<file path="src/design/orfs_pkg.sv">
// Shared types, codes and defaults for the ORF stop scanner.
package orfs_pkg;

    localparam int unsigned POSITION_BITS_DEF = 16;

    localparam logic [7:0] STOP_CODE = 8'h2A;
    localparam logic [7:0] MET_CODE  = 8'h4D;

    localparam int unsigned CFG_IDX_BITS = 2;
    localparam logic [CFG_IDX_BITS-1:0] CFG_MIN_ORF_LENGTH        = 2'd0;
    localparam logic [CFG_IDX_BITS-1:0] CFG_FIRST_ORF_ENABLE      = 2'd1;
    localparam logic [CFG_IDX_BITS-1:0] CFG_METHIONINE_START_MODE = 2'd2;

    localparam logic [15:0] MIN_LEN_RESET = 16'd1;

    typedef struct packed {
        logic [7:0] residue;
        logic       last_in_frame;
        logic       stop_was_appended;
    } t_orfs_in;

    typedef struct packed {
        logic        orf_found;
        logic [15:0] orf_start;
        logic [15:0] orf_end;
        logic [15:0] orf_length;
        logic [15:0] orf_number;
        logic        frame_done;
        logic [15:0] frame_total;
        logic        position_overflow;
    } t_orfs_out;

    // Handshake between the scan core and the result register.
    typedef struct packed {
        logic fire;
        logic emit;
    } t_orfs_res_ctl;

endpackage

</file>
<file path="src/design/orf_stop_scanner.sv">
// ORF stop scanner top level: input register, scan core, result register.
// An accepted residue beat is held in the input register, then its result in the result register.
// Throughput: one residue per cycle while the output is not stalled.
// Residues that close no ORF and do not end the frame give no result beat.
// Synchronous active-low reset clears frame state and loads register defaults.
module orf_stop_scanner #(
    parameter int unsigned POSITION_BITS = orfs_pkg::POSITION_BITS_DEF
) (
    input  logic                              i_clk,
    input  logic                              i_rst_n,
    input  logic                              i_in_valid,
    output logic                              o_in_stall,
    input  orfs_pkg::t_orfs_in                i_in_data,
    output logic                              o_out_valid,
    input  logic                              i_out_stall,
    output orfs_pkg::t_orfs_out               o_out_data,
    input  logic                              i_cfg_valid,
    output logic                              o_cfg_ready,
    input  logic [orfs_pkg::CFG_IDX_BITS-1:0] i_cfg_index,
    input  logic [15:0]                       i_cfg_data
);

    logic                    in_valid;
    orfs_pkg::t_orfs_in      in_data;
    logic                    res_ready;
    orfs_pkg::t_orfs_res_ctl res_ctl;
    orfs_pkg::t_orfs_out     res;

    assign o_cfg_ready = 1'b1;

    orfs_in_stage u_in (
        .i_clk   (i_clk),
        .i_rst_n (i_rst_n),
        .i_valid (i_in_valid),
        .o_stall (o_in_stall),
        .i_data  (i_in_data),
        .i_take  (res_ready),
        .o_valid (in_valid),
        .o_data  (in_data)
    );

    orfs_core #(
        .POSITION_BITS (POSITION_BITS)
    ) u_core (
        .i_clk       (i_clk),
        .i_rst_n     (i_rst_n),
        .i_cfg_valid (i_cfg_valid && o_cfg_ready),
        .i_cfg_index (i_cfg_index),
        .i_cfg_data  (i_cfg_data),
        .i_valid     (in_valid),
        .i_data      (in_data),
        .i_res_ready (res_ready),
        .o_ctl       (res_ctl),
        .o_res       (res)
    );

    orfs_out_stage u_out (
        .i_clk   (i_clk),
        .i_rst_n (i_rst_n),
        .i_ctl   (res_ctl),
        .i_res   (res),
        .o_ready (res_ready),
        .o_valid (o_out_valid),
        .i_stall (i_out_stall),
        .o_data  (o_out_data)
    );

endmodule

</file>
<file path="src/design/orfs_in_stage.sv">
// Input register: holds one residue beat until the scan core consumes it.
module orfs_in_stage (
    input  logic              i_clk,
    input  logic              i_rst_n,
    input  logic              i_valid,
    output logic              o_stall,
    input  orfs_pkg::t_orfs_in i_data,
    input  logic              i_take,
    output logic              o_valid,
    output orfs_pkg::t_orfs_in o_data
);

    logic               r_valid;
    orfs_pkg::t_orfs_in r_data;

    assign o_stall = r_valid && !i_take;
    assign o_valid = r_valid;
    assign o_data  = r_data;

    always_ff @(posedge i_clk) begin
        if (!i_rst_n) begin
            r_valid <= 1'b0;
        end else if (!o_stall) begin
            r_valid <= i_valid;
        end
    end

    always_ff @(posedge i_clk) begin
        if (!o_stall && i_valid) begin
            r_data <= i_data;
        end
    end

endmodule

</file>
<file path="src/design/orfs_core.sv">
// Scan core: configuration, frame state and per-residue ORF decision.
module orfs_core #(
    parameter int unsigned POSITION_BITS = orfs_pkg::POSITION_BITS_DEF
) (
    input  logic                                 i_clk,
    input  logic                                 i_rst_n,
    input  logic                                 i_cfg_valid,
    input  logic [orfs_pkg::CFG_IDX_BITS-1:0]    i_cfg_index,
    input  logic [15:0]                          i_cfg_data,
    input  logic                                 i_valid,
    input  orfs_pkg::t_orfs_in                   i_data,
    input  logic                                 i_res_ready,
    output orfs_pkg::t_orfs_res_ctl              o_ctl,
    output orfs_pkg::t_orfs_out                  o_res
);

    localparam int unsigned W = (POSITION_BITS > 16) ? POSITION_BITS : 16;
    localparam logic [POSITION_BITS-1:0] POS_MAX = '1;

    logic [15:0] r_min_len;
    logic        r_first_en;
    logic        r_met_mode;

    logic [POSITION_BITS-1:0] r_pos;
    logic [POSITION_BITS-1:0] r_seg_start;
    logic                     r_stop_seen;
    logic                     r_prev_stop;
    logic [POSITION_BITS-1:0] r_met_pos;
    logic                     r_met_valid;
    logic [15:0]              r_count;
    logic                     r_ovf;

    logic [POSITION_BITS-1:0] n_pos;
    logic [POSITION_BITS-1:0] n_seg_start;
    logic                     n_stop_seen;
    logic                     n_prev_stop;
    logic [POSITION_BITS-1:0] n_met_pos;
    logic                     n_met_valid;
    logic [15:0]              n_count;
    logic                     n_ovf;

    logic                     fire;
    logic                     is_stop;
    logic                     at_max;
    logic [15:0]              min_len;
    logic [POSITION_BITS-1:0] seg;
    logic [POSITION_BITS-1:0] met_len;
    logic [POSITION_BITS-1:0] base_len;
    logic [POSITION_BITS-1:0] len;
    logic                     found;
    logic                     reaches_min;
    logic [W-1:0]             start_w;
    logic [W-1:0]             end_w;
    logic [W-1:0]             len_w;
    logic [15:0]              count_inc;

    assign fire    = i_valid && i_res_ready;
    assign is_stop = (i_data.residue == orfs_pkg::STOP_CODE);
    assign at_max  = (r_pos == POS_MAX);
    assign min_len = (r_min_len == 16'd0) ? 16'd1 : r_min_len;

    assign seg      = (r_seg_start < r_pos) ? r_pos - r_seg_start : '0;
    assign met_len  = (r_met_valid && (r_met_pos < r_pos)) ? r_pos - r_met_pos : '0;
    assign base_len = r_met_mode ? met_len : seg;
    assign reaches_min = (W'(base_len) >= W'(min_len));

    always_comb begin
        found = 1'b0;
        len   = base_len;
        if (is_stop && !r_prev_stop) begin
            if (reaches_min) begin
                found = 1'b1;
            end else if (!r_stop_seen && r_first_en && (r_pos != '0)) begin
                len   = seg;
                found = (seg != '0);
            end else if (i_data.last_in_frame && i_data.stop_was_appended) begin
                found = (base_len != '0);
            end
        end
    end

    assign count_inc = (found && (r_count != 16'hFFFF)) ? r_count + 16'd1 : r_count;
    assign start_w   = W'(r_pos - len);
    assign end_w     = W'(r_pos) - {{(W-1){1'b0}}, 1'b1};
    assign len_w     = W'(len);

    always_comb begin
        n_pos       = at_max ? r_pos : r_pos + {{(POSITION_BITS-1){1'b0}}, 1'b1};
        n_ovf       = r_ovf || at_max;
        n_count     = count_inc;
        n_seg_start = r_seg_start;
        n_stop_seen = r_stop_seen;
        n_prev_stop = is_stop;
        n_met_pos   = r_met_pos;
        n_met_valid = r_met_valid;
        if (is_stop) begin
            n_seg_start = n_pos;
            n_met_valid = 1'b0;
            if (!r_prev_stop) begin
                n_stop_seen = 1'b1;
            end
        end else if ((i_data.residue == orfs_pkg::MET_CODE) && !r_met_valid) begin
            n_met_pos   = r_pos;
            n_met_valid = 1'b1;
        end
    end

    always_comb begin
        o_res.orf_found         = found;
        o_res.orf_start         = found ? start_w[15:0] : 16'd0;
        o_res.orf_end           = found ? end_w[15:0] : 16'd0;
        o_res.orf_length        = found ? len_w[15:0] : 16'd0;
        o_res.orf_number        = found ? count_inc : 16'd0;
        o_res.frame_done        = i_data.last_in_frame;
        o_res.frame_total       = count_inc;
        o_res.position_overflow = n_ovf;
        o_ctl.fire              = fire;
        o_ctl.emit              = found || i_data.last_in_frame;
    end

    always_ff @(posedge i_clk) begin
        if (!i_rst_n) begin
            r_min_len  <= orfs_pkg::MIN_LEN_RESET;
            r_first_en <= 1'b0;
            r_met_mode <= 1'b0;
        end else if (i_cfg_valid) begin
            case (i_cfg_index)
                orfs_pkg::CFG_MIN_ORF_LENGTH:        r_min_len  <= i_cfg_data;
                orfs_pkg::CFG_FIRST_ORF_ENABLE:      r_first_en <= i_cfg_data[0];
                orfs_pkg::CFG_METHIONINE_START_MODE: r_met_mode <= i_cfg_data[0];
                default: ;
            endcase
        end
    end

    always_ff @(posedge i_clk) begin
        if (!i_rst_n || (fire && i_data.last_in_frame)) begin
            r_pos       <= '0;
            r_seg_start <= '0;
            r_stop_seen <= 1'b0;
            r_prev_stop <= 1'b0;
            r_met_pos   <= '0;
            r_met_valid <= 1'b0;
            r_count     <= 16'd0;
            r_ovf       <= 1'b0;
        end else if (fire) begin
            r_pos       <= n_pos;
            r_seg_start <= n_seg_start;
            r_stop_seen <= n_stop_seen;
            r_prev_stop <= n_prev_stop;
            r_met_pos   <= n_met_pos;
            r_met_valid <= n_met_valid;
            r_count     <= n_count;
            r_ovf       <= n_ovf;
        end
    end

endmodule

</file>
<file path="src/design/orfs_out_stage.sv">
// Result register: holds one result beat until the consumer takes it.
module orfs_out_stage (
    input  logic                    i_clk,
    input  logic                    i_rst_n,
    input  orfs_pkg::t_orfs_res_ctl i_ctl,
    input  orfs_pkg::t_orfs_out     i_res,
    output logic                    o_ready,
    output logic                    o_valid,
    input  logic                    i_stall,
    output orfs_pkg::t_orfs_out     o_data
);

    logic                r_valid;
    orfs_pkg::t_orfs_out r_data;

    assign o_ready = !r_valid || !i_stall;
    assign o_valid = r_valid;
    assign o_data  = r_data;

    always_ff @(posedge i_clk) begin
        if (!i_rst_n) begin
            r_valid <= 1'b0;
        end else if (o_ready) begin
            r_valid <= i_ctl.fire && i_ctl.emit;
        end
    end

    always_ff @(posedge i_clk) begin
        if (o_ready && i_ctl.fire && i_ctl.emit) begin
            r_data <= i_res;
        end
    end

endmodule
</file>
<file path="config.mk">
export PLATFORM = sky130hd
export DESIGN_NAME = orf_stop_scanner
export DESIGN_NICKNAME = d
export VERILOG_FILES = /design/src/design/orfs_pkg.sv /design/src/design/orf_stop_scanner.sv /design/src/design/orfs_in_stage.sv /design/src/design/orfs_core.sv /design/src/design/orfs_out_stage.sv
export SDC_FILE = /design/constraint.sdc
export NUM_CORES = 1
export LEC_CHECK = 0
export ABC_CLOCK_PERIOD_IN_PS = 8800
export BUFFER_PORTS_ARGS = -buffer_cell sky130_fd_sc_hd__buf_4
export CAP_MARGIN = 20
export CORE_MARGIN = 2
export CORE_UTILIZATION = 45
export CTS_CLUSTER_SIZE = 8
export DETAILED_ROUTE_END_ITERATION = 10
export HOLD_SLACK_MARGIN = 0.03
export PLACE_DENSITY_LB_ADDON = 0.25
export SKIP_LAST_GASP = 1
export SLEW_MARGIN = 5
export SYNTH_ARGS = -nofsm -noshare
export SYNTH_HDL_FRONTEND = slang
export SYNTH_SLANG_ARGS = --single-unit
</file>
<file path="constraint.sdc">
create_clock -name i_clk -period 8.8 [get_ports i_clk]
set_input_delay 0.88 -clock i_clk [delete_from_list [all_inputs] [get_ports i_clk]]
set_output_delay 0.88 -clock i_clk [all_outputs]
set_load 0.02 [all_outputs]
</file>
* Yosys cells after proc, flatten, opt, wreduce, memory -nomap -nowiden
Index checks and enable logic that the tools add are counted.
** Storage, ports and cells
- Word-level logic and storage cells :: 95
- Register bits after elaboration :: 181
- Output and inout bits :: 86
** Cells by class
- Equal/unequal tests :: 6
- Add/sub/neg operators :: 6
- Mux-type cells :: 15
- Reduce and logical (&&, ||, !) cells :: 39
- Magnitude comparators :: 3
- Bitwise logic cells :: 2
** Operator list (number)
- $mux W16 :: 9
- $reduce_bool A16 Y1 :: 3
- $sub A16 B16 Y16 :: 3
- $add A16 B1 Y16 const B :: 2
- $lt A16 B16 Y1 :: 2
- $eq A16 B16 Y1 const B :: 1
- $ge A16 B16 Y1 :: 1
- $logic_not A16 Y1 :: 1
- $ne A16 B16 Y1 const B :: 1
- $sub A16 B1 Y16 const B :: 1
- $logic_and A1 B1 Y1 :: 14
- $reduce_and A2 Y1 :: 5
- $eq A8 B6 Y1 const B :: 1
- $eq A8 B7 Y1 const B :: 1
- $logic_not A1 Y1 :: 8
- $mux W1 :: 6
- $reduce_and A3 Y1 :: 2
- $logic_or A1 B1 Y1 :: 4
- $eq A2 B1 Y1 const B :: 1
- $eq A2 B2 Y1 const B :: 1
- $logic_not A2 Y1 :: 1
- $not A1 Y1 :: 2
- $reduce_bool A2 Y1 :: 1

* Logic depth before layout (Yosys ltp)
Gate-level depths: netlist of the first run.
- Depth in word-level cells :: 11
- Depth in mapped cells :: 37
- Gate-level depth less buffers :: 34

* Hierarchy
Synthesis of the first run repeated with hierarchy kept, for this count alone.
** Second synthesis, totals
- Cell total of the unflattened synthesis :: 1228
- Area total of the unflattened synthesis :: 10916.7 µm²
** Modules (own cells, without submodules)
- orfs_core :: area an instance 8018.9 µm², sequential area each 1721.7 µm², cells an instance 1124, instances 1
- orfs_out_stage :: area an instance 2538.7 µm², sequential area each 2512.4 µm², cells an instance 88, instances 1
- orfs_in_stage :: area an instance 347.8 µm², sequential area each 320.3 µm², cells an instance 14, instances 1
- orf_stop_scanner :: area an instance 11.3 µm², sequential area each 0.0 µm², cells an instance 2, instances 1

* Worst setup path before layout of the first run
OpenSTA, ideal clock, no wires.
- Path type :: register -> register
- From :: reg u_core.r_pos[0]
- To :: reg u_out.r_data, in the netlist u_out.o_data[0], enable pin
- Cell stages (with the launch flop) :: 25
- Arrival time :: 8.313 ns
- Setup slack :: -0.064 ns
- Clock period less this slack :: 8.864 ns
- Path through :: dfxtp_1 clkbuf_1 inv_1 ha_1 inv_1 fa_1 a211oi_1 o211ai_1 and2_1 o211a_1 clkbuf_1 clkbuf_1 a22o_1 ha_1 nand4_1 nor2_1 o2111a_1 a21oi_1 o21ai_0 and2_1 o41ai_4 and2_1 buf_4 buf_2 a21oi_1
** Between the ends
- Longest elaborated chain between the ends :: 11
- Elaborated cells on any way between the ends :: 19
** Ends and longest elaborated chain
- start: declaration :: line orfs_core.sv:24 : logic [POSITION_BITS-1:0] r_pos;
- start signal: assignment :: line orfs_core.sv:147 : r_pos <= n_pos;
- branches (longest 7 deep; another with $lt A16 B16 Y1)
- $mux W1 * :: line orfs_core.sv:71 : if (reaches_min) begin
- $mux W1 * :: line orfs_core.sv:70 : if (is_stop && !r_prev_stop) begin
- $logic_or A1 B1 Y1 * :: line orfs_core.sv:118 : o_ctl.emit = found || i_data.last_in_frame;
- $logic_and A1 B1 Y1 * :: line orfs_out_stage.sv:29 : if (o_ready && i_ctl.fire && i_ctl.emit) begin
- end signal: assignment :: line orfs_out_stage.sv:30 : r_data <= i_res;
- end: declaration :: line orfs_out_stage.sv:14 : orfs_pkg::t_orfs_out r_data;
Mark *: on every way between the ends.
A chain may end at the register's enable or synchronous reset.

* Worst setup path in the final report of the first run
- From :: reg u_core.r_pos[0]
- To :: reg u_out.r_data, in the netlist u_out.o_data[80], data pin
** Between the ends
- Elaborated cells on any way between the ends :: 21
** RTL lines
- $lt A16 B16 Y1 :: line orfs_core.sv:63 : assign met_len = (r_met_valid && (r_met_pos < r_pos)) ? r_pos - r_met_pos : '0;
- $logic_and A1 B1 Y1 :: line orfs_core.sv:63
- $mux W16 :: line orfs_core.sv:63
- $mux W16 :: line orfs_core.sv:64 : assign base_len = r_met_mode ? met_len : seg;
- $ge A16 B16 Y1 or $mux W16 (tied branches) :: line orfs_core.sv:65, orfs_core.sv:73
- $mux W16 :: line orfs_core.sv:71
- $mux W16 * :: line orfs_core.sv:70
- via u_core.len[0] :: line orfs_core.sv:49 : logic [POSITION_BITS-1:0] len;
- $sub A16 B16 Y16 * :: line orfs_core.sv:83 : assign start_w = W'(r_pos - len);
The timed path passes the listed nets; every way through them passes the cells marked *.

==> metrics.yaml, run 1 <==
p_sw_frac: 0.265
root_buffer: "clkbuf_16"
synth-async-reset-ratio: 0
finalHoldViolations: 0
gr-total-overflow: 0
switchingPower_uw: 495
skew_ns: 0.0141
p_per_area_nw_per_um2: 145
numCtsBuffers: 17
synth_edf_count: 93
synth.distinct_cells: 78
power_uw: 1870
peakVddDrop_uv: 94.2
ys_seq_area_frac: 0.408
finalMaxSlewViolations: 0
syn_area_sq_um: 11200
fin_crit_ns: 7.96
first_pass_iters: 5
critPathKind: "reg2reg"
cts_hold_buf: 0
die_area_sq_um: 26100
fin_setup_tns_ns: 0
period_share: 0.904
setup.worst_path.end_class: "flop"
cts-resized-gates: 0
ys_warn_count: 0
initial_utilization: 0.459
required_ns: 8.99
syn-num-nets: 1360
num_rows: 57
synth_top_area_frac: 0.250
slowest_stage: "a2111oi_0"
n_fill_cell: 2303
syn_to_final_growth_pct: 15.8
final_cells: 1679
num_vias: 9339
crit_arrival_ns: 8.15
ctsHtreeMaxLevel: 4
seqPwrFrac: 0.484
die_w_um: 161
tightest_slew_ns: 1.11
grt_pass1_vias: 8777
cp-start-kind: "flop"
synth_xor_xnor_area_share: 0.0715
synth_top_area_cell: "edfxtp_1"
drtIter0Drc: 648
synth-seq-cells: 181
intPower_uw: 1380
die_h_um: 161
cap_violations: 0
ioPinCount: 119
synth_compound_area_frac: 0.167
power.leakage_uw: 0.00521
critPathMostFrequentCell: "a21o_1"
drc: 0
clock_sinks: 181
max-clock-path-buffers: 2
clkPwrFrac: 0.428
wl_um: 29800
synth_top_flop_cell: "edfxtp_1"
final_layout_size_suffix_gt1_frac: 0.150
worstSkewPairLatency_ns: 0.44
hold_class: "reg2reg"
syn-mean-instance-area_sq_um: 8.86
synth_top_family_by_area: "simple AND/OR/NAND/NOR gates"
worst-path-max-fanout: 32
core_region_area_sq_um: 24300
port_buffers: 117
synth_area_leaders: "edfxtp_1 25%, dfxtp_1 16%, ha_1 7.4%"
rsz0062_at_grt: "no"
cts_setup_buffers: 0
relSlewSlack: 0.254
synth.area.mux_share: 0.0234
cts_tree: "done"
synth_fa_ha_area_frac: 0.0794
routabilityCongestion: 0.929
post_drt_via_cell_ratio: 5.56
grt_use_total: 0.230
dpl.cell_count: 1646
synthSimpleGateAreaFrac: 0.197
ant_nets: 0
outcome: "finished clean"
grt_pass1_wl_um: 47100
max_stage_delay_ns: 0.55
grt_max_degree: 73
wire_per_inst_um: 17.7
antenna_found_initial: 1
syn-instance-count: 1258
setup_violations: 0
max_freq_mhz: 126
whs_ns: 0.457
dp_hpwl_um: 22700
power_frac_comb: 0.088
nets: 1443
cts.clk_slew.worst_paths_ns: 0.07
registers in the layout (all words and copies together) (netlist names), 10 cells and up:
register / count
u_core.r_count: 16
u_core.r_met_pos: 16
u_core.r_min_len: 16
u_core.r_pos: 16
u_core.r_seg_start: 16
u_in.o_data: 10
u_out.o_data: 83
layout by cell type, fill, tap and decap left out, types with 17 or more instances in the layout:
master     instances
a21o_1            22
edfxtp_1          93
inv_1             73
o21ai_0           46
buf_4            136
mux2i_1           25
clkbuf_16         17
nand3_1           37
xor2_1            37
nor2_1           168
xnor2_1           54
dfxtp_1           88
a211oi_1          21
nor3_1            22
a21oi_1           64
ha_1              66
nand2_1          131
Yosys cell counts, types with 16 or more instances:
cell and count:
xnor2_1 54, and3_1 17, nor3_1 22, a211oi_1 21
a21o_1 22, nand2_1 132, a21boi_0 16, mux2i_1 25
o21ai_0 46, nand3_1 37, edfxtp_1 93, clkbuf_1 55
xor2_1 37, dfxtp_1 88, ha_1 66, inv_1 73
a21oi_1 65, nor2_1 168
per-stage QoR:
| step | area, sq um | setup WS (ns) | utilization |
|---|---|---|---|
| 6_report | 12900 | 0.842 | 0.531 |
| 3_5_place_dp | 12300 | 0.608 | 0.505 |
| 2_1_floorplan | 11200 | 1.68 | - |
| 5_1_grt | 12900 | 0.265 | 0.531 |
| 3_3_place_gp | 12300 | 0.874 | 0.505 |
| 4_1_cts | 12900 | 0.568 | 0.531 |
logic make-up after synthesis:
kind of cell | Yosys count
and+or+nand+nor | 474
buffers and inverters | 146
adders and majority gates | 69
AOI/OAI and AO/OA | 270
other | 1
DFF | 181
muxes | 26
xor gates and xnor gates | 91
path summary, 6_finish.rpt:
| kind | startpoint | end | slack [ns] | cells past startpoint |
|---|---|---|---|---|
| setup / recovery | u_core.r_pos[0]$_SDFFE_PP0P_ | u_out.o_data[80]$_SDFFCE_PN0P_ | 0.84 | 31 |
| hold / removal | u_core.r_seg_start[9]$_SDFFE_PP0P_ | u_core.r_seg_start[9]$_SDFFE_PP0P_ | 0.46 | 2 |
| setup reg to reg | u_core.r_pos[0]$_SDFFE_PP0P_ | u_out.o_data[80]$_SDFFCE_PN0P_ | 0.84 | 31 |
| hold reg to reg | u_core.r_seg_start[9]$_SDFFE_PP0P_ | u_core.r_seg_start[9]$_SDFFE_PP0P_ | 0.46 | 2 |
layer usage:
layer	global-route usage	vias to the layer above	share of wire
li1	-	4615	-
met1	0.313	4382	0.46
met2	0.381	307	0.46
met3	0.0331	35	0.056
met4	0.0674	0	0.017
met5	0	-	0
worst max-delay path, delay by kind of cell, from the launching register on:
kind	cells	cell delay, ns
buffers and inverters	3	0.43
DFF	1	0.39
adders and majority gates	5	1.58
and+or+nand+nor	5	0.98
AOI/OAI and AO/OA	18	4.32
power by group through the flow:
stage                     Clock [uW]  Combinational, uW  Sequential, uW
after global placement             0                163             925
final                            800                165             906
after floorplan                    0               99.5             934
after global routing             846                181             907
after detailed placement           0                164             925
after CTS                        812                165             906
layout make-up:
| class | count | area [sq um] | share of cell area |
|---|---|---|---|
| repair buffers | 136 | 1020 | 0.0791 |
| diodes | 1 | 2.50 | 0.000194 |
| flip-flops and latches | 181 | 4550 | 0.353 |
| multi-input cells | 931 | 6020 | 0.466 |
| inverters | 74 | 280 | 0.0217 |
| well taps | 324 | 405 | 0.0314 |
| clock buffers | 17 | 425 | 0.0329 |
| clock inverters | 15 | 205 | 0.0159 |
Power figures use the tool's default switching activity.
==> inputs of run 2 (changes only) <==
--- a/config.mk
+++ b/config.mk
@@ -10,10 +10,11 @@
 export CAP_MARGIN = 20
 export CORE_MARGIN = 2
 export CORE_UTILIZATION = 45
+export CTS_BUF_LIST = sky130_fd_sc_hd__clkbuf_2
 export CTS_CLUSTER_SIZE = 8
 export DETAILED_ROUTE_END_ITERATION = 10
 export HOLD_SLACK_MARGIN = 0.03
-export PLACE_DENSITY_LB_ADDON = 0.25
+export PLACE_DENSITY = 0.75
 export SKIP_LAST_GASP = 1
 export SLEW_MARGIN = 5
 export SYNTH_ARGS = -nofsm -noshare
==> run 2 against run 1 <==
Worst hold slack got worse by 0.22 ns. Flip-flop and latch count unchanged. Setup slack improved by 0.059 ns. Critical path type unchanged. Sequential share of layout area increased by 0.94 points. Critical endpoint unchanged. Fmax increased by 0.74%. Clock skew increased by 0.038 ns. Total power decreased by 17%. Wire length decreased by 3.1%. Largest power group unchanged. Register-to-register slack improved by 0.06 ns.
==> metrics.yaml, run 2 (synthesis results as in run 1) <==
outcome: "finished clean"
gr-total-overflow: 0
final_layout_size_suffix_gt1_frac: 0.149
routabilityCongestion: 0.945
ioPinCount: 119
die_area_sq_um: 26100
die_w_um: 161
r2r_setup_slack_ns: 0.90
finalHoldViolations: 0
ctsHtreeMaxLevel: 4
drc: 0
relSlewSlack: 0.348
final_design_area_no_fill_sq_um: 12600
post_drt_via_cell_ratio: 5.52
syn_to_final_growth_pct: 12.8
finalMaxSlewViolations: 0
tightest_slew_ns: 0.979
p_per_area_nw_per_um2: 124
peakVddDrop_uv: 93.2
max_stage_delay_ns: 0.69
final_common_cell: "nor2_1"
dpl_cell_area_sq_um: 12200
wl_um: 28800
root_buffer: "clkbuf_2"
power.leakage_uw: 0.00507
slowest_stage: "a221oi_1"
initial_utilization: 0.459
final_cell_mix: "167 x nor2_1, 132 x buf_4, 131 x nand2_1"
grt_use_total: 0.218
max_freq_mhz: 127
cap_violations: 0
cp-start-kind: "flop"
max-clock-path-buffers: 2
cts-resized-gates: 0
antenna_found_initial: 1
drtIter0Drc: 754
cts.clk_slew.worst_paths_ns: 0.31
setup.worst_path.end_class: "flop"
die_h_um: 161
fin_crit_ns: 7.90
port_buffers: 117
critPathMostFrequentCell: "a21o_1"
grt_max_degree: 78
cts_tree: "done"
wire_per_inst_um: 17.2
rsz0062_at_grt: "no"
setup_violations: 0
required_ns: 9.36
clock_sinks: 181
hold_class: "in2reg"
ff_latch_area_sq_um: 4550
nets: 1441
critPathKind: "reg2reg"
fin_setup_tns_ns: 0
largest_reg_flops: 83
period_share: 0.898
ant_nets: 0
crit_arrival_ns: 8.46
final_cells: 1678
final_util: 0.517
cts_hold_buf: 0
n_fill_cell: 2279
first_pass_iters: 5
worst-path-max-fanout: 13
dpl.cell_count: 1642
worstSkewPairLatency_ns: 0.79
cts_setup_buffers: 0
core_region_area_sq_um: 24300
grt_pass1_wl_um: 44500
multiInputGateArea_sq_um: 6020
num_vias: 9256
skew_ns: 0.0524
numCtsBuffers: 17
num_rows: 57
dp_hpwl_um: 22000
grt_pass1_vias: 8315
## run 2: cell type report
class | instances | share of cell area
multi-input combinational | 931 | 0.479
sequential | 181 | 0.362
clock buffer | 17 | 0.00677
inverter | 74 | 0.0223
tap | 324 | 0.0322
clock inverter | 15 | 0.0171
timing repair buffer | 134 | 0.0804
antenna | 2 | 0.000398
## run 2: final timing paths
path / from / end / cells after the start
hold / removal: i_in_data[5] / u_in.o_data[5]$_DFFE_PP_ / 1
hold reg to reg: u_core.r_seg_start[11]$_SDFFE_PP0P_ / u_core.r_seg_start[11]$_SDFFE_PP0P_ / 2
setup reg to reg: u_core.r_pos[0]$_SDFFE_PP0P_ / u_out.o_data[80]$_SDFFCE_PN0P_ / 31
setup / recovery: u_core.r_pos[0]$_SDFFE_PP0P_ / u_out.o_data[80]$_SDFFCE_PN0P_ / 31
## run 2: metal layers
metal / up-vias / global-route usage / share of wire
li1: 4596 / - / -
met1: 4325 / 0.299 / 0.46
met2: 300 / 0.350 / 0.45
met3: 35 / 0.0378 / 0.067
met4: 0 / 0.0722 / 0.026
met5: - / 0 / 0
## run 2: worst max-delay path, delay by kind of cell (launching register included)
kind                       cells  cell delay, ns
and+or+nand+nor                5            0.87
DFF                            1            0.45
adders and majority gates      5            1.55
buffers and inverters          3            0.35
AOI/OAI and AO/OA             18            4.47
## run 2: metrics by stage
step           power (uW)  setup WS (ns)  hold slack, ns
3_3_place_gp         1090           1.27           0.444
6_report             1560          0.901           0.234
3_5_place_dp         1090           1.09           0.445
4_1_cts              1570           1.02           0.206
5_1_grt              1620          0.315           0.167
2_1_floorplan        1030           1.68           0.429
## run 2: power breakdown
group          internal, uW  total, uW  switching (uW)
Clock                   151        487             336
Combinational          65.0        166             101
Sequential              900        908            7.90
==> inputs of run 3 (changes only) <==
--- a/config.mk
+++ b/config.mk
@@ -6,7 +6,7 @@
 export NUM_CORES = 1
 export LEC_CHECK = 0
 export ABC_CLOCK_PERIOD_IN_PS = 8800
-export BUFFER_PORTS_ARGS = -buffer_cell sky130_fd_sc_hd__buf_4
+export BUFFER_PORTS_ARGS = -buffer_cell sky130_fd_sc_hd__clkbuf_2
 export CAP_MARGIN = 20
 export CORE_MARGIN = 2
 export CORE_UTILIZATION = 45
==> run 3 against run 2 <==
Critical endpoint unchanged. Count of clock-buffer cells in the layout stayed put. Clock skew is 0.0083 ns higher. Total power is 0.21% higher. Largest power group unchanged. Critical path type unchanged.
==> metrics.yaml, run 3 (synthesis results as in run 1) <==
cp-start-kind: "flop"
cts_tree: "done"
crit_arrival_ns: 8.75
cts.clk_slew.worst_paths_ns: 0.34
routabilityCongestion: 0.965
cts-resized-gates: 0
gr-total-overflow: 0
largest_reg_flops: 83
ant_nets: 0
ioPinCount: 119
drc: 0
cts_setup_buffers: 0
num_vias: 9401
clock_sinks: 181
antenna_found_initial: 1
multiInputGateArea_sq_um: 6020
dpl_cell_area_sq_um: 12000
die_h_um: 161
critPathMostFrequentCell: "a21o_1"
cap_violations: 0
grt_max_degree: 83
die_area_sq_um: 26100
grt_pass1_vias: 8563
fin_crit_ns: 8.12
num_rows: 57
relSlewSlack: 0.205
die_w_um: 161
max_stage_delay_ns: 0.62
top_layer: "met4"
worst-path-max-fanout: 21
worstSkewPairLatency_ns: 0.82
hold_end: "u_in.o_data[1]$_DFFE_PP_"
peakVddDrop_uv: 86.2
post_drt_via_cell_ratio: 5.60
syn_to_final_growth_pct: 10.2
max_freq_mhz: 123
outcome: "finished clean"
hold_class: "in2reg"
final_layout_size_suffix_gt1_frac: 0.151
fin_setup_tns_ns: 0
power_uw: 1560
setup_violations: 0
p_per_area_nw_per_um2: 127
power.leakage_uw: 0.00500
port_buffers: 117
ff_latch_area_sq_um: 4550
tightest_slew_ns: 1.18
r2r-start: "u_core.r_pos[0]$_SDFFE_PP0P_"
final_common_cell: "nor2_1"
critPathKind: "reg2reg"
met3_length_um: 1830
wire_per_inst_um: 17.5
rsz0062_at_grt: "no"
final_cell_mix: "167 x nor2_1, 134 x clkbuf_2, 131 x nand2_1"
dp_hpwl_um: 22000
timing.rr.end: "u_out.o_data[80]$_SDFFCE_PN0P_"
final_design_area_no_fill_sq_um: 12300
min_delay_path_depth: 1
first_pass_iters: 7
final_cells: 1679
finalHoldViolations: 0
reg2reg_depth: 32
drtIter0Drc: 842
numCtsBuffers: 17
wl_um: 29400
grt_pass1_wl_um: 46200
cts_hold_buf: 0
required_ns: 9.43
finalMaxSlewViolations: 0
nets: 1443
n_fill_cell: 2290
max-clock-path-buffers: 2
whs_ns: 0.232
min-delay-start: "i_in_data[1]"
grt_use_total: 0.227
dpl.cell_count: 1645
core_region_area_sq_um: 24300
slowest_stage: "a2111oi_0"
root_buffer: "clkbuf_2"
dr_wl_met2_um: 13000
ctsHtreeMaxLevel: 4
r2r_setup_slack_ns: 0.68
setup.worst_path.end_class: "flop"
initial_utilization: 0.459
wl_met1_um: 13700
period_share: 0.923
skew_ns: 0.0607
[run 3: per-stage QoR]
step | setup slack (ns) | util
3_5_place_dp | 0.740 | 0.493
3_3_place_gp | 1.15 | 0.493
4_1_cts | 0.658 | 0.505
6_report | 0.677 | 0.505
2_1_floorplan | 1.68 | -
5_1_grt | 0.0701 | 0.505
[run 3: routing by layer]
layer  vias up  GRT usage
li1       4618          -
met3        46     0.0393
met1      4420      0.321
met5         -          0
met4         0     0.0808
met2       317      0.350
[run 3: final cells by class]
class / count / area share
repair buffers: 136 / 0.0599
well taps: 324 / 0.0330
multi-input cells: 931 / 0.490
clock buffers: 17 / 0.00692
inverters: 74 / 0.0228
diodes: 1 / 0.000204
clock inverters: 15 / 0.0170
flip-flops and latches: 181 / 0.371
[run 3: how the worst max path moves through the flow]
stage / from / to / slack, ns
6_report: u_core.r_pos[0]$_SDFFE_PP0P_ / u_out.o_data[80]$_SDFFCE_PN0P_ / 0.68
4_1_cts: u_core.r_pos[0]$_SDFFE_PP0P_ / u_out.o_data[80]$_SDFFCE_PN0P_ / 0.66
2_1_floorplan: u_core.r_pos[0]$_SDFFE_PP0P_ / u_out.o_data[80]$_SDFFCE_PN0P_ / 1.68
3_5_place_dp: u_core.r_pos[0]$_SDFFE_PP0P_ / u_out.o_data[80]$_SDFFCE_PN0P_ / 0.74
3_3_place_gp: u_core.r_pos[0]$_SDFFE_PP0P_ / u_out.o_data[80]$_SDFFCE_PN0P_ / 1.15
5_1_grt: u_core.r_pos[0]$_SDFFE_PP0P_ / u_out.o_data[80]$_SDFFCE_PN0P_ / 0.07
[run 3: power by group]
group | leakage, uW | switching, uW | total, uW | internal, uW
sequential | 0.00161 | 9.40 | 910 | 901
combinational | 0.00322 | 98.4 | 155 | 56.3
clock | 0.000166 | 384 | 500 | 116
total | 0.00500 | 492 | 1560 | 1070
[run 3: worst max-delay path: cells and delay by family (launching register included)]
family | cells | cell delay, ns
compound gates | 19 | 4.54
fa+ha+maj | 5 | 1.50
buf+inv | 4 | 0.49
flops | 1 | 0.47
simple gates | 4 | 0.92
